$ cat config.mk
export PLATFORM = sky130hd
export DESIGN_NAME = cvg_front
export DESIGN_NICKNAME = d
export VERILOG_FILES = /design/src/design/cvg_pkg.sv /design/src/design/cvg_front.sv
export SDC_FILE = /design/constraint.sdc
export NUM_CORES = 1
export LEC_CHECK = 0
export BUFFER_PORTS_ARGS = -buffer_cell sky130_fd_sc_hd__buf_4
export CAP_MARGIN = 20
export CORE_MARGIN = 5
export CORE_UTILIZATION = 60
export DETAILED_ROUTE_END_ITERATION = 10
export PLACE_DENSITY_LB_ADDON = 0.05
export SYNTH_ARGS = -nofsm -noshare
export SYNTH_HDL_FRONTEND = slang
export SYNTH_SLANG_ARGS = --single-unit
$ cat constraint.sdc
create_clock -name clk -period 10.11 [get_ports clk]
set_input_delay 2.022 -clock clk [delete_from_list [all_inputs] [get_ports clk]]
set_output_delay 2.022 -clock clk [all_outputs]
set_load 0.01 [all_outputs]
$ cat src/design/cvg_pkg.sv
// Shared types, constants, step table and arithmetic helpers for the circle vertex generator.
`timescale 1ns / 1ps
`default_nettype none

package cvg_pkg;

    // Field and datapath widths.
    localparam int RADIUS_W    = 16;
    localparam int SEG_W       = 7;
    localparam int IDX_W       = 6;
    localparam int POS_W       = 18;
    localparam int ACC_W       = 26;
    localparam int TRIG_W      = 18;
    localparam int PROD_W      = ACC_W + TRIG_W;
    localparam int SEG_MUL_W   = 20;
    localparam int QUEUE_DEPTH = 2;

    // Step table: one entry per segment count 0 to 64, each {sine, cosine} in Q2.16.
    localparam int TABLE_DEPTH = 65;
    localparam int ENTRY_W     = 2 * TRIG_W;
    localparam int TABLE_BITS  = TABLE_DEPTH * ENTRY_W;

    // 2*pi in Q30.
    localparam longint unsigned TWO_PI_Q30 = 64'd6746518852;

    // One queued circle: its radius and its clamped segment count.
    typedef struct packed {
        logic [RADIUS_W-1:0] radius;
        logic [SEG_W-1:0]    seg;
    } job_t;

    // Back end sequencer states.
    typedef enum logic [1:0] {
        BK_IDLE,
        BK_EMIT,
        BK_ROTATE
    } back_state_t;

    // Round a Q30 sum to Q16: magnitude rounded half up, sign restored.
    function automatic logic signed [TRIG_W-1:0] q30_to_q16(input longint v);
        longint unsigned mag;
        longint          res;
        begin
            if (v < 0)
            begin
                mag = longint'(-v);
                res = -longint'((mag + 64'd8192) >> 14);
            end
            else
            begin
                mag = longint'(v);
                res = longint'((mag + 64'd8192) >> 14);
            end
            q30_to_q16 = res[TRIG_W-1:0];
        end
    endfunction

    // Build the whole sine/cosine table at elaboration: fixed entries for counts up to 2, a Taylor series in Q30 above.
    function automatic logic [TABLE_BITS-1:0] build_step_table();
        logic [TABLE_BITS-1:0]  tbl;
        longint unsigned        t;
        longint unsigned        u;
        longint                 cs;
        longint                 sn;
        logic signed [TRIG_W-1:0] s_q16;
        logic signed [TRIG_W-1:0] c_q16;
        begin
            tbl = '0;
            for (int n = 0; n < TABLE_DEPTH; n++)
            begin
                if (n <= 1)
                begin
                    s_q16 = '0;
                    c_q16 = 18'sd65536;
                end
                else if (n == 2)
                begin
                    s_q16 = '0;
                    c_q16 = -18'sd65536;
                end
                else
                begin
                    t  = TWO_PI_Q30 / 64'(n);
                    u  = 64'd1 << 30;
                    cs = longint'(u);
                    sn = 0;
                    for (int j = 1; j <= 24; j++)
                    begin
                        u = ((u * t) >> 30) / 64'(j);
                        case (j % 4)
                            0:       cs = cs + longint'(u);
                            1:       sn = sn + longint'(u);
                            2:       cs = cs - longint'(u);
                            default: sn = sn - longint'(u);
                        endcase
                    end
                    s_q16 = q30_to_q16(sn);
                    c_q16 = q30_to_q16(cs);
                end
                tbl[n*ENTRY_W +: ENTRY_W] = {s_q16, c_q16};
            end
            build_step_table = tbl;
        end
    endfunction

    localparam logic [TABLE_BITS-1:0] STEP_TABLE = build_step_table();

    // Saturate a 29-bit Q13.16 sum back to the Q10.16 accumulator range.
    function automatic logic signed [ACC_W-1:0] sat_acc(input logic signed [ACC_W+2:0] v);
        begin
            if (v[ACC_W+2:ACC_W-1] == 4'b0000 || v[ACC_W+2:ACC_W-1] == 4'b1111)
            begin
                sat_acc = v[ACC_W-1:0];
            end
            else if (v[ACC_W+2])
            begin
                sat_acc = {1'b1, {(ACC_W-1){1'b0}}};
            end
            else
            begin
                sat_acc = {1'b0, {(ACC_W-1){1'b1}}};
            end
        end
    endfunction

    // Round the accumulator to Q.6, add the radius and saturate to the position range.
    function automatic logic signed [POS_W-1:0] vertex_pos(
        input logic signed [ACC_W-1:0] acc,
        input logic [RADIUS_W-1:0]     rad
    );
        logic signed [ACC_W:0]   rnd;
        logic signed [POS_W:0]   sum;
        begin
            rnd = {acc[ACC_W-1], acc} + (ACC_W+1)'(512);
            sum = {{2{rnd[ACC_W]}}, rnd[ACC_W:10]} + {3'b000, rad};
            if (sum[POS_W] == sum[POS_W-1])
            begin
                vertex_pos = sum[POS_W-1:0];
            end
            else if (sum[POS_W])
            begin
                vertex_pos = {1'b1, {(POS_W-1){1'b0}}};
            end
            else
            begin
                vertex_pos = {1'b0, {(POS_W-1){1'b1}}};
            end
        end
    endfunction

endpackage

`default_nettype wire

$ cat src/design/cvg_front.sv
// Front end: takes radius beats, works out the clamped segment count and queues nonempty circles.
`timescale 1ns / 1ps
`default_nettype none

module cvg_front #(
    parameter int MAX_SEGMENTS = 64
) (
    input  wire logic                          clk,
    input  wire logic                          rst_n,
    input  wire logic                          radius_valid,
    output logic                               radius_ready,
    input  wire logic [cvg_pkg::RADIUS_W-1:0]  radius,
    output logic                               job_valid,
    input  wire logic                          job_ready,
    output cvg_pkg::job_t                      job
);

    localparam logic [cvg_pkg::SEG_MUL_W-1:0] SEG_LIMIT =
        cvg_pkg::SEG_MUL_W'(MAX_SEGMENTS * 80);
    localparam logic [cvg_pkg::SEG_W-1:0] SEG_MAX = cvg_pkg::SEG_W'(MAX_SEGMENTS);

    logic                         hold_valid_reg;
    logic                         hold_valid_next;
    logic [cvg_pkg::RADIUS_W-1:0] hold_radius_reg;
    logic [cvg_pkg::SEG_MUL_W-1:0] scaled;
    logic [27:0]                  recip_prod;
    logic [cvg_pkg::SEG_W-1:0]    seg;
    logic                         seg_zero;
    logic                         leave;

    // Segment count floor(r * 9 / 80); below the clamp the quotient comes from 1/80 in Q20.
    always_comb
    begin
        scaled     = {1'b0, hold_radius_reg, 3'b000} + {4'b0000, hold_radius_reg};
        recip_prod = 28'(scaled[12:0]) * 28'd13108;
        if (scaled >= SEG_LIMIT)
        begin
            seg = SEG_MAX;
        end
        else
        begin
            seg = recip_prod[26:20];
        end
    end

    // A held radius leaves when queued, or at once when it draws no vertices.
    assign seg_zero     = (seg == '0);
    assign job_valid    = hold_valid_reg && !seg_zero;
    assign leave        = hold_valid_reg && (seg_zero || job_ready);
    assign radius_ready = !hold_valid_reg || leave;
    assign job          = {hold_radius_reg, seg};

    always_comb
    begin
        if (radius_valid && radius_ready)
        begin
            hold_valid_next = 1'b1;
        end
        else if (leave)
        begin
            hold_valid_next = 1'b0;
        end
        else
        begin
            hold_valid_next = hold_valid_reg;
        end
    end

    always_ff @(posedge clk or negedge rst_n)
    begin
        if (!rst_n)
        begin
            hold_valid_reg <= 1'b0;
        end
        else
        begin
            hold_valid_reg <= hold_valid_next;
        end
    end

    always_ff @(posedge clk)
    begin
        if (radius_valid && radius_ready)
        begin
            hold_radius_reg <= radius;
        end
    end

endmodule

`default_nettype wire

## After elaboration in Yosys (flattened, before gate mapping)

Cells that the tools add are included.

| word-level totals | value |
|---|---|
| output and inout bits | 25 |
| word-level logic and storage cells | 17 |
| flip-flop bits (word level) | 17 |
| bits of input ports | 20 |

| cells by class | value |
|---|---|
| $add $sub $neg | 1 |
| mux-type cells | 3 |
| $mul | 1 |
| order comparisons | 1 |
| reductions and logical operators | 9 |

Operators by type and width:

| kind | count |
|---|---|
| 13-bit by 12-bit multiplier with 25-bit output, second input constant | 1 |
| 19-bit by 16-bit adder with 20-bit output | 1 |
| 20-bit by 13-bit greater-or-equal comparator with 1-bit output, second input constant | 1 |
| 7-bit logical NOT | 1 |
| 7-bit two-way mux | 1 |
| 1-bit logical AND | 3 |
| 1-bit logical NOT | 2 |
| 1-bit logical OR | 2 |
| 1-bit two-way mux | 2 |
| 2-bit nonzero test | 1 |

## Longest topological paths before layout

| logic depth | value |
|---|---|
| depth in word-level cells | 9 |
| gate-level depth with buffers | 27 |
| depth with buffers taken out | 27 |

## Worst setup path before layout

Ideal clock, no wire load.

| path | value |
|---|---|
| path kind | reg-to-output |
| start point | register hold_radius_reg[0] (netlist bit) |
| end point | output port radius_ready |
| required time | 8.088 ns |
| path buffers | 0 |
| cell stages (with the launch flop) | 26 |
| slack | 1.552 ns |
| arrival | 6.536 ns |
| cell sequence | edfxtp_1 > ha_1 > inv_1 > fa_1 > nor2b_1 > o21a_1 > or3_1 > and2_1 > ha_1 > inv_1 > fa_1 > inv_1 > fa_1 > fa_1 > inv_1 > fa_1 > inv_1 > ha_1 > nand4_1 > nor3_1 > o21ai_1 > and4b_1 > or3_1 > or4b_1 > nand4bb_4 > o21ai_1 |

| between the ends | value |
|---|---|
| cells in the longest elaborated chain, start to end | 7 |
| elaborated cells between the ends (all ways) | 8 |
| classes of those cells | 1 x add/sub; 1 x mul; 1 x order compare; 1 x mux; 4 x reduce/logical |

Ends and longest elaborated chain:

| item | RTL line | text |
|---|---|---|
| start, declared | cvg_front.sv:24 | `logic [cvg_pkg::RADIUS_W-1:0] hold_radius_reg;` |
| start signal, assigned | cvg_front.sv:85 | `hold_radius_reg <= radius;` |
| 19-bit by 16-bit adder with 20-bit output * | cvg_front.sv:34 | `scaled = {1'b0, hold_radius_reg, 3'b000} + {4'b0000, hold_radius_reg};` |
| 13-bit by 12-bit multiplier with 25-bit output / 20-bit by 13-bit greater-or-equal comparator with 1-bit output (equally long branches) | cvg_front.sv:35, cvg_front.sv:36 |  |
| 7-bit two-way mux * | cvg_front.sv:36 | `if (scaled >= SEG_LIMIT)` |
| 7-bit logical NOT * | cvg_front.sv:47 | `assign seg_zero = (seg == '0);` |
| 1-bit logical OR * | cvg_front.sv:49 | `assign leave = hold_valid_reg && (seg_zero \|\| job_ready);` |
| 1-bit logical AND * | cvg_front.sv:49 |  |
| 1-bit logical OR * | cvg_front.sv:50 | `assign radius_ready = !hold_valid_reg \|\| leave;` |
| end, declared | cvg_front.sv:11 | `output logic radius_ready,` |

Every way passes the cells marked *; elsewhere a longest branch is shown, timed or not.

## Worst setup path after layout

| path | value |
|---|---|
| start point | register hold_radius_reg[0] (netlist bit) |
| end point | output port job_valid |

| between the ends | value |
|---|---|
| cells in the longest elaborated chain, start to end | 6 |
| elaborated cells between the ends (all ways) | 7 |
| classes of those cells | 1 x add/sub; 1 x mul; 1 x order compare; 1 x mux; 3 x reduce/logical |

Ends and longest elaborated chain:

| item | RTL line | text |
|---|---|---|
| 19-bit by 16-bit adder with 20-bit output * | cvg_front.sv:34 |  |
| 13-bit by 12-bit multiplier with 25-bit output / 20-bit by 13-bit greater-or-equal comparator with 1-bit output (equally long branches) | cvg_front.sv:35, cvg_front.sv:36 |  |
| 7-bit two-way mux * | cvg_front.sv:36 |  |
| 7-bit logical NOT * | cvg_front.sv:47 |  |
| 1-bit logical NOT * | cvg_front.sv:48 | `assign job_valid = hold_valid_reg && !seg_zero;` |
| 1-bit logical AND * | cvg_front.sv:48 |  |
| end, declared | cvg_front.sv:13 | `output logic job_valid,` |

Marks and branches as above.

==> flow_summary.json <==
{
  "critical_path_peak_fanout": 8,
  "cts_made_buffers": 3,
  "grt_start_max_net_pins": 17,
  "ys.flop_type": "edfxtp_1",
  "ys_ff_latch": 17,
  "multi_input_area_um2": 3500,
  "htree_levels": 1,
  "hpwl_um": 8510,
  "drive_above_1_share_pct": 11.8,
  "grt_pass1_wl_um": 15700,
  "grt_overflow": 0,
  "r2r_setup_slack_ps": 2440,
  "syn_inst": 494,
  "clkSlewWorstSetupHoldPaths_ps": 60,
  "place.gp.congestion": 0.932,
  "grt.total_usage_pct": 21.5,
  "dr.pass1.iters": 5,
  "fin_nets": 710,
  "cts-root-buf": "clkbuf_8",
  "io_pins": 45,
  "clock_path_buffers": 2,
  "syn_to_final_growth_pct": 11.4,
  "hold_buffers": 0,
  "synth_cell_types": 62,
  "antenna_found_initial": 0,
  "largest_register_ffs": 16,
  "wl_um": 9350,
  "cp.arrival_ps": 7520,
  "postCtsSetupBuffers": 0,
  "drc": 0,
  "diodes": 0,
  "crit_type": "flip-flop to output pin",
  "routedWlPerCell_um": 14.6,
  "die_area_um2": 9270,
  "async_reset_ff_share_pct": 5.88,
  "dr.first_iter.drc_count": 89,
  "tightest_slew_ps": 769,
  "rsz0062_at_grt": "false",
  "synth-seq-area-share_pct": 11.3,
  "synth.avg_cell_area_um2": 9.04,
  "max_freq_ghz": 0.105,
  "relSlewSlack_pct": 48.2,
  "clk_latency_ps": 240,
  "start_kind": "flip-flop",
  "via_count": 3519,
  "setup_viol": 0,
  "cts_resized": 0,
  "maxSlewViolCount": 0,
  "cts_tree": "built",
  "finalSetupTns_ps": 0,
  "coreArea_um2": 7250,
  "numPortBuffers": 44,
  "hold_path_class": "flip-flop to flip-flop",
  "rows": 31,
  "end_kind": "output pin",
  "die_h_um": 96.3,
  "synth_edf_count": 16,
  "grt_pass1_vias": 3584,
  "via_per_inst": 5.48,
  "clock-sinks": 17,
  "syn-cell-area_um2": 4470,
  "fin_crit_sh_pct": 94.3,
  "die_w_um": 96.3,
  "regArea_um2": 505,
  "timing.final.hold_violations": 0,
  "ys.warnings.count": 0,
  "syn-num-nets": 660,
  "min_period_ps": 9540,
  "status": "finished clean",
  "clock_skew_ps": 2.20,
  "start_util_pct": 61.6,
  "required_ps": 8090,
  "cap_violations": 0,
  "ant_nets": 0,
  "n_fill_cell": 619
}
-- per-layer routing --
metal	global-route usage, %	vias to the layer above	wire length [um]
met5	0	-	0
met4	4.50	0	129
met3	1.80	10	313
met2	39.2	70	4730
met1	27.6	1674	4180
li1	-	1765	-
-- cells by family (layout without fill, tap and decap cells) --
group | Yosys count | count (layout) | share of synthesized area, %
buffers and inverters | 121 | 170 | 10.2
AOI/OAI and AO/OA | 88 | 88 | 13.1
DFF | 17 | 17 | 11.3
muxes | 3 | 3 | 0.756
and+or+nand+nor | 99 | 99 | 12.6
xor gates and xnor gates | 20 | 20 | 3.92
adders and majority gates | 146 | 146 | 48.1
-- cell type report --
type                            count  share of cell area (%)
Sequential cell                    17                    10.2
Multi-Input combinational cell    356                    70.4
Inverter                          120                    9.05
Tap cell                           99                    2.49
Clock inverter                      1                   0.101
Timing Repair Buffer               46                    6.94
Clock buffer                        3                   0.830
-- cell usage in the layout (no fill, tap or decap), drive strengths merged, types with 2 or more instances in the layout --
| cell type | count |
|---|---|
| a21boi | 4 |
| a21o | 7 |
| a21oi | 30 |
| a221oi | 2 |
| a31oi | 3 |
| and2 | 7 |
| and3 | 6 |
| and3b | 2 |
| and4 | 2 |
| buf | 46 |
| clkbuf | 3 |
| edfxtp | 16 |
| fa | 43 |
| ha | 103 |
| inv | 120 |
| mux2i | 3 |
| nand2 | 28 |
| nand3 | 12 |
| nand4 | 4 |
| nor2 | 13 |
| nor2b | 2 |
| nor3 | 8 |
| o2111ai | 3 |
| o211ai | 3 |
| o21a | 3 |
| o21ai | 15 |
| o221ai | 5 |
| o22ai | 2 |
| or2b | 4 |
| or3 | 2 |
| xnor2 | 11 |
| xor2 | 9 |
-- synthesized netlist by cell type (8+ instances only) --
| cell | count | share of area (%) |
|---|---|---|
| nand3_1 | 12 | 1.3 |
| xnor2_1 | 11 | 2.2 |
| edfxtp_1 | 16 | 11 |
| ha_1 | 103 | 29 |
| fa_1 | 43 | 19 |
| xor2_1 | 9 | 1.8 |
| inv_1 | 120 | 10 |
| a21oi_1 | 29 | 3.3 |
| nor2_1 | 13 | 1.1 |
| o21ai_1 | 8 | 0.90 |
| nand2_1 | 28 | 2.4 |
-- path summary, 6_finish.rpt --
check / start / endpoint / depth (start not counted)
max in group asynchronous: rst_n / hold_valid_reg / 1
min in group asynchronous: rst_n / hold_valid_reg / 1
max: hold_radius_reg[0] / job_valid / 25
max reg2reg: hold_radius_reg[0] / hold_radius_reg[11] / 25
min reg2reg: hold_valid_reg / hold_valid_reg / 3
min: hold_valid_reg / hold_valid_reg / 3
-- worst max-delay path, stage by stage (launching register included) --
cell and delay (ps):
edfxtp_1 510, ha_1 270, inv_1 70, fa_1 200
nor2b_1 70, o31ai_1 360, nand2_1 140, xor2_1 500
ha_1 270, inv_1 60, fa_1 530, inv_1 50
fa_1 520, inv_1 50, fa_1 500, fa_1 540
inv_1 40, ha_1 340, and2_1 200, a311oi_1 460
mux2i_1 290, o22ai_1 120, or4b_1 540, nand4bb_4 280
o21a_1 200, buf_4 140
-- per-stage QoR --
stage | util (%) | worst slack [ps] | cells | cell area, um^2 | hold WS, ps
after floorplan | - | 1550 | 494 | 4470 | 660
after global placement | 68.0 | 1100 | 638 | 4930 | 697
after detailed placement | 68.0 | 865 | 638 | 4930 | 739
after CTS | 68.6 | 561 | 642 | 4980 | 753
after global routing | 68.6 | 147 | 642 | 4980 | 800
final | 68.6 | 572 | 642 | 4980 | 753
Power is left out: the tool's default activity adds up to more than one toggle a clock period on the data nets, which glitch-free logic cannot reach.
