[src/design/cvg_pkg.sv]
// Shared types, constants, step table and arithmetic helpers for the circle vertex generator.
`timescale 1ns / 1ps
`default_nettype none

package cvg_pkg;

    // Field and datapath widths.
    localparam int RADIUS_W    = 16;
    localparam int SEG_W       = 7;
    localparam int IDX_W       = 6;
    localparam int POS_W       = 18;
    localparam int ACC_W       = 26;
    localparam int TRIG_W      = 18;
    localparam int PROD_W      = ACC_W + TRIG_W;
    localparam int SEG_MUL_W   = 20;
    localparam int QUEUE_DEPTH = 2;

    // Step table: one entry per segment count 0 to 64, each {sine, cosine} in Q2.16.
    localparam int TABLE_DEPTH = 65;
    localparam int ENTRY_W     = 2 * TRIG_W;
    localparam int TABLE_BITS  = TABLE_DEPTH * ENTRY_W;

    // 2*pi in Q30.
    localparam longint unsigned TWO_PI_Q30 = 64'd6746518852;

    // One queued circle: its radius and its clamped segment count.
    typedef struct packed {
        logic [RADIUS_W-1:0] radius;
        logic [SEG_W-1:0]    seg;
    } job_t;

    // Back end sequencer states.
    typedef enum logic [1:0] {
        BK_IDLE,
        BK_EMIT,
        BK_ROTATE
    } back_state_t;

    // Round a Q30 sum to Q16: magnitude rounded half up, sign restored.
    function automatic logic signed [TRIG_W-1:0] q30_to_q16(input longint v);
        longint unsigned mag;
        longint          res;
        begin
            if (v < 0)
            begin
                mag = longint'(-v);
                res = -longint'((mag + 64'd8192) >> 14);
            end
            else
            begin
                mag = longint'(v);
                res = longint'((mag + 64'd8192) >> 14);
            end
            q30_to_q16 = res[TRIG_W-1:0];
        end
    endfunction

    // Build the whole sine/cosine table at elaboration: fixed entries for counts up to 2, a Taylor series in Q30 above.
    function automatic logic [TABLE_BITS-1:0] build_step_table();
        logic [TABLE_BITS-1:0]  tbl;
        longint unsigned        t;
        longint unsigned        u;
        longint                 cs;
        longint                 sn;
        logic signed [TRIG_W-1:0] s_q16;
        logic signed [TRIG_W-1:0] c_q16;
        begin
            tbl = '0;
            for (int n = 0; n < TABLE_DEPTH; n++)
            begin
                if (n <= 1)
                begin
                    s_q16 = '0;
                    c_q16 = 18'sd65536;
                end
                else if (n == 2)
                begin
                    s_q16 = '0;
                    c_q16 = -18'sd65536;
                end
                else
                begin
                    t  = TWO_PI_Q30 / 64'(n);
                    u  = 64'd1 << 30;
                    cs = longint'(u);
                    sn = 0;
                    for (int j = 1; j <= 24; j++)
                    begin
                        u = ((u * t) >> 30) / 64'(j);
                        case (j % 4)
                            0:       cs = cs + longint'(u);
                            1:       sn = sn + longint'(u);
                            2:       cs = cs - longint'(u);
                            default: sn = sn - longint'(u);
                        endcase
                    end
                    s_q16 = q30_to_q16(sn);
                    c_q16 = q30_to_q16(cs);
                end
                tbl[n*ENTRY_W +: ENTRY_W] = {s_q16, c_q16};
            end
            build_step_table = tbl;
        end
    endfunction

    localparam logic [TABLE_BITS-1:0] STEP_TABLE = build_step_table();

    // Saturate a 29-bit Q13.16 sum back to the Q10.16 accumulator range.
    function automatic logic signed [ACC_W-1:0] sat_acc(input logic signed [ACC_W+2:0] v);
        begin
            if (v[ACC_W+2:ACC_W-1] == 4'b0000 || v[ACC_W+2:ACC_W-1] == 4'b1111)
            begin
                sat_acc = v[ACC_W-1:0];
            end
            else if (v[ACC_W+2])
            begin
                sat_acc = {1'b1, {(ACC_W-1){1'b0}}};
            end
            else
            begin
                sat_acc = {1'b0, {(ACC_W-1){1'b1}}};
            end
        end
    endfunction

    // Round the accumulator to Q.6, add the radius and saturate to the position range.
    function automatic logic signed [POS_W-1:0] vertex_pos(
        input logic signed [ACC_W-1:0] acc,
        input logic [RADIUS_W-1:0]     rad
    );
        logic signed [ACC_W:0]   rnd;
        logic signed [POS_W:0]   sum;
        begin
            rnd = {acc[ACC_W-1], acc} + (ACC_W+1)'(512);
            sum = {{2{rnd[ACC_W]}}, rnd[ACC_W:10]} + {3'b000, rad};
            if (sum[POS_W] == sum[POS_W-1])
            begin
                vertex_pos = sum[POS_W-1:0];
            end
            else if (sum[POS_W])
            begin
                vertex_pos = {1'b1, {(POS_W-1){1'b0}}};
            end
            else
            begin
                vertex_pos = {1'b0, {(POS_W-1){1'b1}}};
            end
        end
    endfunction

endpackage

`default_nettype wire

[src/design/cvg_queue.sv]
// Short queue of circle jobs between the front end and the back end.
`timescale 1ns / 1ps
`default_nettype none

module cvg_queue (
    input  wire logic           clk,
    input  wire logic           rst_n,
    input  wire logic           push_valid,
    output logic                push_ready,
    input  wire cvg_pkg::job_t  push_job,
    output logic                pop_valid,
    input  wire logic           pop_ready,
    output cvg_pkg::job_t       pop_job
);

    localparam int PTR_W = $clog2(cvg_pkg::QUEUE_DEPTH);
    localparam int CNT_W = $clog2(cvg_pkg::QUEUE_DEPTH + 1);

    cvg_pkg::job_t     slots [cvg_pkg::QUEUE_DEPTH];
    logic [PTR_W-1:0]  wr_ptr_reg;
    logic [PTR_W-1:0]  wr_ptr_next;
    logic [PTR_W-1:0]  rd_ptr_reg;
    logic [PTR_W-1:0]  rd_ptr_next;
    logic [CNT_W-1:0]  count_reg;
    logic [CNT_W-1:0]  count_next;
    logic              do_push;
    logic              do_pop;

    assign push_ready = (count_reg != CNT_W'(cvg_pkg::QUEUE_DEPTH));
    assign pop_valid  = (count_reg != '0);
    assign pop_job    = slots[rd_ptr_reg];
    assign do_push    = push_valid && push_ready;
    assign do_pop     = pop_valid && pop_ready;

    // Pointer and fill count update, wrapping at the queue depth.
    always_comb
    begin
        wr_ptr_next = wr_ptr_reg;
        rd_ptr_next = rd_ptr_reg;
        count_next  = count_reg;
        if (do_push)
        begin
            wr_ptr_next = (wr_ptr_reg == PTR_W'(cvg_pkg::QUEUE_DEPTH - 1)) ? '0
                                                                          : wr_ptr_reg + 1'b1;
        end
        if (do_pop)
        begin
            rd_ptr_next = (rd_ptr_reg == PTR_W'(cvg_pkg::QUEUE_DEPTH - 1)) ? '0
                                                                          : rd_ptr_reg + 1'b1;
        end
        if (do_push && !do_pop)
        begin
            count_next = count_reg + 1'b1;
        end
        else if (do_pop && !do_push)
        begin
            count_next = count_reg - 1'b1;
        end
    end

    always_ff @(posedge clk or negedge rst_n)
    begin
        if (!rst_n)
        begin
            wr_ptr_reg <= '0;
            rd_ptr_reg <= '0;
            count_reg  <= '0;
        end
        else
        begin
            wr_ptr_reg <= wr_ptr_next;
            rd_ptr_reg <= rd_ptr_next;
            count_reg  <= count_next;
        end
    end

    always_ff @(posedge clk)
    begin
        if (do_push)
        begin
            slots[wr_ptr_reg] <= push_job;
        end
    end

endmodule

`default_nettype wire

[config.mk]
export PLATFORM = sky130hd
export DESIGN_NAME = cvg_queue
export DESIGN_NICKNAME = d
export VERILOG_FILES = /design/src/design/cvg_pkg.sv /design/src/design/cvg_queue.sv
export SDC_FILE = /design/constraint.sdc
export NUM_CORES = 1
export LEC_CHECK = 0
export BUFFER_PORTS_ARGS = -buffer_cell sky130_fd_sc_hd__buf_2
export CAP_MARGIN = 20
export CORE_ASPECT_RATIO = 0.75
export CORE_UTILIZATION = 51
export CTS_CLUSTER_SIZE = 30
export DETAILED_ROUTE_END_ITERATION = 8
export GPL_TIMING_DRIVEN = 0
export PLACE_DENSITY = 0.78
export RECOVER_POWER = 50
export SYNTH_ARGS = -nofsm -noshare
export SYNTH_HDL_FRONTEND = slang
export SYNTH_SLANG_ARGS = --single-unit
[constraint.sdc]
create_clock -name clk -period 2.4 [get_ports clk]
set_clock_uncertainty 0.15 [all_clocks]
set_input_delay 0.36 -clock clk [delete_from_list [all_inputs] [get_ports clk]]
set_output_delay 0.36 -clock clk [all_outputs]
set_load 0.01 [all_outputs]
# Word-level counts from Yosys, hierarchy flattened
# Memory sizes are Yosys's and may differ from the RTL's.
# Index checks and enable logic that the tools add are counted.
[word_totals]
reg_bits = 4
ramBits = 46
in_bits = 27
out_inout_bits = 25
wordCells = 23
n_memories = 1
[memory_table]
columns = ["memory", "depth", "word_bits", "read_ports", "rd_ports_with_merged_regs", "write_ports", "line", "rtl"]
rows = [
  ["slots", 2, 23, 1, 0, 1, "cvg_queue.sv:19", "cvg_pkg::job_t slots [cvg_pkg::QUEUE_DEPTH];"],
]
[op_classes]
add_sub_neg = 4
eq_ne = 1
muxes = 6
reduce_logical = 8
[ops]
columns = ["op", "count"]
rows = [
  ["1-bit logical AND", 4],
  ["1-bit 2-to-1 mux", 4],
  ["2-bit 2-to-1 mux", 2],
  ["2-bit nonzero test", 2],
  ["1-bit adder (second input constant)", 2],
  ["2-bit by 1-bit adder with 2-bit output (second input constant)", 1],
  ["1-bit zero test", 2],
  ["2-bit inequality test (second input constant)", 1],
  ["2-bit by 1-bit subtractor with 2-bit output (second input constant)", 1],
]

# Depth between registers and ports, before layout
# Gate-level depths: netlist of the first run.
[depth]
ltp_word = 6
depth_mapped = 7
ltp_nobuf = 7

# Worst setup path before layout of the first run
# OpenSTA, ideal clock, no wires.
[synth_path]
path_kind = "flip-flop to flip-flop"
start = "reg count_reg[0]"
end = "mem slots[0][0] (netlist name), enable pin"
setup_ps = 403
arrival_ps = 1683
required_ps = 1847
slack_ps = 165
path_stages_with_launch = 4
path_buffers = 0
period_less_slack_ps = 2235
cell_sequence = "dfrtp_1 -> nand2b_1 -> nand2_1 -> nor2_1"
[synth_via]
elab_chain_len = 4
[synth_lines]
columns = ["element", "line", "rtl"]
rows = [
  ["from (decl)", "cvg_queue.sv:24", "logic [CNT_W-1:0] count_reg;"],
  ["from (signal assigned)", "cvg_queue.sv:73", "count_reg <= count_next;"],
  ["2-bit inequality test", "cvg_queue.sv:29", "assign push_ready = (count_reg != CNT_W'(cvg_pkg::QUEUE_DEPTH));"],
  ["named net push_ready", "cvg_queue.sv:9", "output logic push_ready,"],
  ["1-bit logical AND", "cvg_queue.sv:32", "assign do_push = push_valid && push_ready;"],
  ["1-bit 2-to-1 mux", "cvg_queue.sv:79", "if (do_push)"],
  ["1-bit 2-to-1 mux (not written as such)", "cvg_queue.sv:81", "slots[wr_ptr_reg] <= push_job;"],
  ["to (decl)", "cvg_queue.sv:19", ""],
]
# The timed path passes the listed nets, and every way through them passes these cells.

# Worst setup path in the final report of the first run
[layout_path]
start = "reg count_reg[0]"
end = "mem slots[0][3] (netlist name), enable pin"
[layout_via]
elab_chain_len = 4
[layout_lines]
columns = ["element", "line"]
rows = [
  ["2-bit inequality test", "cvg_queue.sv:29"],
  ["1-bit logical AND", "cvg_queue.sv:32"],
  ["1-bit 2-to-1 mux", "cvg_queue.sv:79"],
  ["1-bit 2-to-1 mux (not written as such)", "cvg_queue.sv:81"],
]
# Every way passes these cells.

==> flow_summary.toml, run 1 <==
[run_status]
status = "finished, violations left"
violations = "DRC"

[global_routing]
grtUsageTotal_pct = 16.2
grt_pass1_wl_um = 4650
grt_antenna_before_repair = 0
use_met1_pct = 19.3
grt_max_degree = 24
use_met3_pct = 7.61
grtUsageMet2_pct = 25.3
grt-ovfl-total = 0
grt.busiest_layer = "met2"
grt_pass1_vias = 974

[setup_path]
end_kind = "flip-flop"
r2r-start = "count_reg[0]$_DFFE_PN0P_"
worstReg2RegEnd = "slots[0][3]$_DFFE_PP_"
cp-start-kind = "flip-flop"
worstPathCellList = "nand2b_1 > nand2_1 > nor2_2 > buf_8"
cpPeakStageDelay_ps = 550
crit_type = "flip-flop to flip-flop"
crit_arrival_ps = 1800
reg2regPathDepth = 4
path_buf_inv = 1
r2r_slack_ps = 460
cp_max_fo = 12
crit_family = "simple AND/OR/NAND/NOR gates"
worst_ep_required_time_ps = 2270
critPathSlowestCell = "nor2_2"

[logic_synthesis]
async_flop_share_pct = 8.00
synth_edf_count = 46
avgSynthCellArea_um2 = 21.8
ys_warn_count = 0
synth_most_common_cell = "edfxtp_1"
synthTopCellsByCount = "46 x edfxtp_1, 19 x mux2_4, 4 x dfrtp_1, 4 x mux2_2, 3 x xnor2_1"
dominantRegCellSynth = "edfxtp_1"
synth.yosys.seq_area_share_pct = 75.6
syn-num-nets = 118
synth_area_mm2 = 0.00196
ys_seq_elements = 50
synth_top_area_cell = "edfxtp_1"
synthCells = 90
synth_top_area_share_pct = 70.5
yosys.cell_types.count = 16
synth_area_leaders = "edfxtp_1 70%, mux2_4 15%, dfrtp_1 5.1%, mux2_2 2.3%, buf_12 2.0%"

[timing]
fmax_mhz = 516
period_minus_slack_ps = 1940
finalHoldViolCount = 0
fin_ws_ps = 462
tightest_slew_ps = 686
relSlewSlack_pct = 54.2
fin_crit_sh_pct = 80.8
drv_slew = 0
rsz0062_at_grt = "false"
tns_ps = 0
setup_viol = 0

[die]
num_rows = 19
die_area_mm2 = 0.00410
fp.coreArea_mm2 = 0.00366
initial_core_util_pct = 53.5
num_io_pins = 52
die_w_um = 73.6
dieHeight_um = 55.7

[final_layout]
final_nets = 179
nFillCells = 286
largest_reg_flops = 46
diodes = 0
synthToLayoutAreaGrowth_pct = 21.5
regArea_mm2 = 0.00148
drive_gt1_share_pct = 49.3
post-route-util_pct = 65.0
multi_input_area_um2 = 425

[detailed_routing]
post_drt_wl_per_cell_um = 14.2
dr.pass1.iters = 6
post-route-drc-count = 2
ant_nets = 0
routed_wl_um = 2900
drt_iter0_drc = 39
via_per_inst = 4.69
via_count = 956

[place]
hpwl_um = 2010
port_buffers = 51
gp_congestion = 0.567
dp_slack_ps = 360

[pwr]
power.leakage_nw = 0.943
peakVddDrop_mv = 0.665
powerDensity_mw_per_mm2 = 1170

[run]
cap_violations = 0

[clock_tree]
cts.reportedPaths.clkPinSlew_ps = 80
cts_tree = "done"
htree_levels = 2
cts_buffers = 5
cts_hold_buf = 1
insertion_delay_ps = 300
cts_num_sinks = 50
clockRootBuffer = "clkbuf_8"
cts_buffer_depth = 2
post-cts-setup-buffer-count = 0
ctsResizeCount = 0

[hold_path]
holdPathEnd = "slots[0][0]$_DFFE_PP_"
hp-start = "push_job[0]"
hold_path.class = "primary input to flip-flop"
holdPathStages = 1
worst register-to-register path, delay by kind of cell, from the launching register on:
family	cells	cell delay [ps]
buffers and inverters	1	240
flip-flops	1	410
AND/OR/NAND/NOR	3	850
layout make-up:
class	instances	share of cell area, %
Buffer	3	2.15
Clock buffer	5	2.89
Clock inverter	3	0.683
Inverter	1	0.158
Multi-Input combinational cell	36	17.9
Sequential cell	50	62.2
Tap cell	52	2.73
Timing Repair Buffer	54	11.3
metal layers:
metal / routed length, um / share of wire (%)
met5: 0 / 0
met4: 30 / 1.0
met3: 185 / 6.4
met2: 1500 / 52
met1: 1180 / 41
power by group:
part / leakage (nW) / total [mW] / switching, mW / internal, mW
Sequential: 0.474 / 1.27 / 0.0704 / 1.20
Combinational: 0.427 / 1.05 / 0.488 / 0.566
Clock: 0.0416 / 0.463 / 0.263 / 0.200
layout by cell type, fill, tap and decap left out, types with 2 or more instances in the layout:
cell type	Yosys	layout
clkbuf_8	0	5
buf_2	0	38
clkbuf_1	0	13
xor2_1	2	2
edfxtp_1	46	46
mux2_2	4	4
xnor2_1	3	3
buf_12	2	2
dfrtp_1	4	4
mux2_4	19	19
stage by stage:
step                      power (mW)  hold WS [ps]  instance area [um^2]  cells
after floorplan                 2.04         -85.6                  1960     90
after global placement          2.32          15.4                  2280    193
after detailed placement        2.37          21.2                  2300    194
after CTS                       2.83          78.7                  2390    203
after global routing            2.94          77.1                  2380    204
final                           2.79          87.5                  2380    204
cell families after synthesis:
family / after synthesis / share of synthesized area, %
simple gates: 7 / 1.85
flops: 50 / 75.6
xor+xnor: 5 / 2.24
buf+inv: 4 / 2.81
mux: 23 / 16.9
fa+ha+maj: 1 / 0.638
worst max-delay path by stage:
stage / start / to / slack, ps / cells after the start
2_1_floorplan: count_reg[0]$_DFFE_PN0P_ / slots[0][0]$_DFFE_PP_ / 160 / 3
3_3_place_gp: count_reg[0]$_DFFE_PN0P_ / slots[0][12]$_DFFE_PP_ / -310 / 3
3_5_place_dp: count_reg[0]$_DFFE_PN0P_ / slots[1][12]$_DFFE_PP_ / 360 / 2
4_1_cts: count_reg[0]$_DFFE_PN0P_ / slots[1][1]$_DFFE_PP_ / 340 / 2
5_1_grt: count_reg[0]$_DFFE_PN0P_ / slots[0][19]$_DFFE_PP_ / 330 / 4
6_report: count_reg[0]$_DFFE_PN0P_ / slots[0][3]$_DFFE_PP_ / 460 / 4
Power figures use the tool's default switching activity.
==> run 2: changes to the inputs <==
==> constraint.sdc (replaced) <==
create_clock -name clk -period 2 [get_ports clk]
set_clock_uncertainty 0.15 [all_clocks]
set_input_delay 0.3 -clock clk [delete_from_list [all_inputs] [get_ports clk]]
set_output_delay 0.3 -clock clk [all_outputs]
set_load 0.01 [all_outputs]
==> run 2 against run 1 <==
Effect of this change: count of clock-buffer cells in the layout up 2; first-iteration DRC count rose by 23%; wire length down 1.2%; cell area rose by 1.4%; clock power rose by 46%; sequential cell count unchanged; largest power group unchanged; worst setup slack worse by 300 ps; the run now ends clean.
==> flow_summary.toml, run 2 (same netlist as run 1, synthesis figures left out) <==
[timing]
finalHoldViolCount = 0
rsz0062_at_grt = "false"
fin_ws_ps = 165
fin_crit_sh_pct = 91.8
relSlewSlack_pct = 63.8
drv_slew = 0
tightest_slew_ps = 542
period_minus_slack_ps = 1840
fmax_mhz = 545
setup_viol = 0

[detailed_routing]
dr.pass1.iters = 4
ant_nets = 0
via_per_inst = 4.74
drt_iter0_drc = 48
via_count = 962
routed_wl_um = 2870
post-route-drc-count = 0
post_drt_wl_per_cell_um = 14.1

[pwr]
power_mw = 3.49
switching_share_pct = 28.1
switchingPower_uw = 979
powerDensity_mw_per_mm2 = 1440
power.leakage_nw = 0.961
share_comb_of_total_power_pct = 36.9
power.internal_mw = 2.51
peakVddDrop_mv = 1.12
p_clk_share_pct = 19.5
seq_power_share_pct = 43.7

[final_layout]
largest_reg_flops = 46
stdcell_count = 203
nFillCells = 281
synthToLayoutAreaGrowth_pct = 23.2
post-route-util_pct = 66.0
mostFrequentLayoutCells = "46 x edfxtp_1, 41 x buf_2, 19 x mux2_4"
drive_gt1_share_pct = 51.0
final_nets = 178
final_common_cell = "edfxtp_1"
diodes = 0

[run_status]
status = "completed"

[setup_path]
crit_type = "flip-flop to output pin"
cp-start-kind = "flip-flop"
reg2regPathDepth = 4
worst_ep_required_time_ps = 1550
end_kind = "output pin"
r2r-start = "count_reg[0]$_DFFE_PN0P_"
worstReg2RegEnd = "slots[0][8]$_DFFE_PP_"
r2r_slack_ps = 200
crit_arrival_ps = 1390
cp_max_fo = 10

[clock_tree]
insertion_delay_ps = 290
cts_buffer_depth = 2
cts_tree = "done"
cts_buffers = 5
cts_num_sinks = 50
cts.reportedPaths.clkPinSlew_ps = 90
clockRootBuffer = "clkbuf_8"
htree_levels = 2

[hold_path]
hp-start = "push_job[5]"
holdPathStages = 1
holdPathEnd = "slots[1][5]$_DFFE_PP_"
hold_path.class = "primary input to flip-flop"

[global_routing]
grt_pass1_wl_um = 4490
grt_antenna_before_repair = 0
grt-ovfl-total = 0
use_met1_pct = 18.5
grt.busiest_layer = "met2"
grtUsageMet2_pct = 26.5
grt_pass1_vias = 965
grtUsageTotal_pct = 15.7
grt_max_degree = 24
use_met3_pct = 5.07

[place]
dp_slack_ps = -34.2
gp_congestion = 0.714
dp.cells = 194
port_buffers = 51
hpwl_um = 2020

[die]
num_rows = 19
initial_core_util_pct = 53.5
num_io_pins = 52
dieHeight_um = 55.7
die_w_um = 73.6
fp.coreArea_mm2 = 0.00366
die_area_mm2 = 0.00410

[run]
cap_violations = 0
==> run 2: what timing repair did <==
item,CTS,global route
hold buffers,1,0
resized for setup,1,0
setup buffers,0,0
endpoints found under the setup margin,23,0
endpoints found under the hold margin,4,0
==> run 2: metal layers <==
layer | vias up | part of all wire (%)
met3 | 5 | 5.1
met4 | 0 | 1.0
li1 | 463 | -
met1 | 459 | 43
met2 | 35 | 51
met5 | - | 0
==> run 2: how the worst max path moves through the flow <==
stage,startpoint,end,cells past startpoint
global placement,count_reg[0]$_DFFE_PN0P_,slots[0][15]$_DFFE_PP_,3
detailed placement,count_reg[0]$_DFFE_PN0P_,slots[1][19]$_DFFE_PP_,2
global route,count_reg[0]$_DFFE_PN0P_,slots[0][8]$_DFFE_PP_,4
floorplan,count_reg[0]$_DFFE_PN0P_,slots[0][0]$_DFFE_PP_,3
CTS,rd_ptr_reg$_DFFE_PN0P_,pop_job[0],4
finish,rd_ptr_reg$_DFFE_PN0P_,pop_job[17],4
==> run 2: critical path: stages, from the launching register on <==
cell and delay (ps):
dfrtp_1 370, buf_6 140, buf_12 150, mux2_4 300
buf_2 140
==> run 2: stage by stage <==
step / instance area [um^2] / setup TNS, ps / hold slack [ps]
finish: 2410 / 0 / 36.6
global route: 2410 / 0 / 17.8
CTS: 2430 / 0 / 31.1
detailed placement: 2310 / -755 / -39.0
global placement: 2280 / -2090 / -43.2
floorplan: 1960 / 0 / -146
==> run 2: final cells by class <==
cell class / instances / area, um^2 / share of cell area, %
inverters: 1 / 3.75 / 0.155
repair buffers: 53 / 280 / 11.6
flip-flops and latches: 50 / 1480 / 61.3
well taps: 52 / 65.1 / 2.69
clock inverters: 1 / 30.0 / 1.24
multi-input cells: 36 / 427 / 17.7
plain buffers: 3 / 51.3 / 2.12
clock buffers: 7 / 76.3 / 3.16
==> run 2: power by group through the flow <==
stage	sequential, mW	clock [mW]	combinational [mW]
3_3_place_gp	1.54	0	1.24
4_1_cts	1.53	0.690	1.32
3_5_place_dp	1.55	0	1.32
2_1_floorplan	1.52	0	0.924
6_report	1.52	0.678	1.29
5_1_grt	1.54	0.748	1.39
==> run 3: changes to the inputs <==
--- a/config.mk
+++ b/config.mk
@@ -5,7 +5,7 @@
 export SDC_FILE = /design/constraint.sdc
 export NUM_CORES = 1
 export LEC_CHECK = 0
-export BUFFER_PORTS_ARGS = -buffer_cell sky130_fd_sc_hd__buf_2
+export BUFFER_PORTS_ARGS = -buffer_cell sky130_fd_sc_hd__buf_4
 export CAP_MARGIN = 20
 export CORE_ASPECT_RATIO = 0.75
 export CORE_UTILIZATION = 51
==> run 3 against run 2 <==
Effect of this change: count of clock-buffer cells in the layout is the same; final cell count unchanged; cell area increased by 3.6%; hold slack gained 21 ps; wire length grew 1.6%; register-to-register slack gained 30 ps; critical path type unchanged; critical endpoint unchanged; largest cell class unchanged.
==> flow_summary.toml, run 3 (same netlist as run 1, synthesis figures left out) <==
[place]
hpwl_um = 2050
port_buffers = 51
gp_congestion = 0.660
dpl_cell_area_mm2 = 0.00244
dp_slack_ps = -57.9

[final_layout]
diodes = 0
post-route-util_pct = 68.4
final_area_mm2 = 0.00250
mostFrequentLayoutCells = "46 x edfxtp_1, 25 x buf_4, 19 x mux2_4, 19 x clkbuf_4, 9 x clkbuf_1"
drive_gt1_share_pct = 52.3
final_common_cell = "edfxtp_1"
synthToLayoutAreaGrowth_pct = 27.7
largest_reg_flops = 46
final_nets = 178
nFillCells = 278

[setup_path]
worst_ep_required_time_ps = 1550
crit_type = "flip-flop to output pin"
cp_max_fo = 10
cp-start-kind = "flip-flop"
end_kind = "output pin"
crit_arrival_ps = 1400

[timing]
fin_crit_sh_pct = 92.4
drv_slew = 0
setup_viol = 0
tightest_slew_ps = 561
relSlewSlack_pct = 62.6
period_minus_slack_ps = 1850
finalHoldViolCount = 0
holdWs_ps = 57.6
fin_ws_ps = 152
rsz0062_at_grt = "false"
fmax_mhz = 541

[detailed_routing]
ant_nets = 0
post-route-drc-count = 0
routed_wl_um = 2920
post_drt_wl_per_cell_um = 14.4
dr.pass1.iters = 4
drt_iter0_drc = 44
via_count = 984
via_per_inst = 4.85

[die]
dieHeight_um = 55.7
die_area_mm2 = 0.00410
die_w_um = 73.6
initial_core_util_pct = 53.5
fp.coreArea_mm2 = 0.00366
num_io_pins = 52
num_rows = 19

[clock_tree]
cts_tree = "done"
cts.reportedPaths.clkPinSlew_ps = 80
cts_buffers = 5
cts_num_sinks = 50
insertion_delay_ps = 290
cts_buffer_depth = 2
htree_levels = 2
clockRootBuffer = "clkbuf_8"

[global_routing]
grt_antenna_before_repair = 0
grtUsageTotal_pct = 15.7
grt-ovfl-total = 0
grt_max_degree = 24
grt_pass1_wl_um = 4590
grtUsageMet2_pct = 24.5
grt.busiest_layer = "met2"
use_met1_pct = 19.8
grt_pass1_vias = 979
use_met3_pct = 7.25

[pwr]
powerDensity_mw_per_mm2 = 1390
power.leakage_nw = 0.992
peakVddDrop_mv = 0.866
power_mw = 3.48

[run_status]
status = "completed"

[run]
cap_violations = 0

[hold_path]
hold_path.class = "primary input to flip-flop"
-- run 3: changes by cell type in the layout (fill, tap and decap cells not counted), sizes merged --
cell / previous run / this run
buf: 45 / 29
bufinv: 1 / 0
clkbuf: 17 / 33
clkinv: 0 / 1
-- run 3: power by group --
part / total [mW] / switching, mW / internal (mW)
registers: 1.52 / 0.0842 / 1.44
logic: 1.42 / 0.606 / 0.812
clock network: 0.537 / 0.293 / 0.244
total: 3.48 / 0.983 / 2.49
-- run 3: final cells by class --
class                      instances  area [um^2]  share of cell area [%]
buffer                             3         51.3                    2.05
clock buffer                       7         76.3                    3.05
clock inverter                     1         3.75                   0.150
inverter                           1         3.75                   0.150
multi-input combinational         36          427                    17.0
sequential                        50         1480                    59.2
tap                               52         65.1                    2.60
timing repair buffer              53          394                    15.8
-- run 3: timing repair --
action	CTS	global route
hold buffers	1	0
hold endpoints to repair	4	0
setup endpoints to repair	23	0
buffers inserted	0	0
resized for setup	1	0
-- run 3: path summary, 6_finish.rpt --
| path | from | end | slack (ps) | depth (start not counted) |
|---|---|---|---|---|
| max reg2reg | count_reg[0]$_DFFE_PN0P_ | slots[0][8]$_DFFE_PP_ | 230 | 4 |
| min | push_job[14] | slots[0][14]$_DFFE_PP_ | 60 | 1 |
| max | rd_ptr_reg$_DFFE_PN0P_ | pop_job[17] | 150 | 4 |
| min in group asynchronous | rst_n | rd_ptr_reg$_DFFE_PN0P_ | 210 | 2 |
| min reg2reg | count_reg[1]$_DFFE_PN0P_ | count_reg[1]$_DFFE_PN0P_ | 360 | 1 |
| max in group asynchronous | rst_n | count_reg[1]$_DFFE_PN0P_ | 1300 | 2 |
-- run 3: per-layer routing --
| layer | part of all wire (%) | routed length [um] |
|---|---|---|
| met4 | 0.69 | 20 |
| met3 | 6.3 | 183 |
| met5 | 0 | 0 |
| met1 | 43 | 1260 |
| met2 | 50 | 1450 |
-- run 3: stage by stage --
step | TNS, ps | instances
after floorplan | 0 | 90
after global placement | -2650 | 193
after detailed placement | -1310 | 194
after CTS | 0 | 203
after global routing | 0 | 203
final | 0 | 203
-- run 3: worst max-delay path, cell delays in order, from the launching register on --
cell,delay [ps]
dfrtp_1,380
buf_6,140
buf_12,150
mux2_4,300
buf_4,140
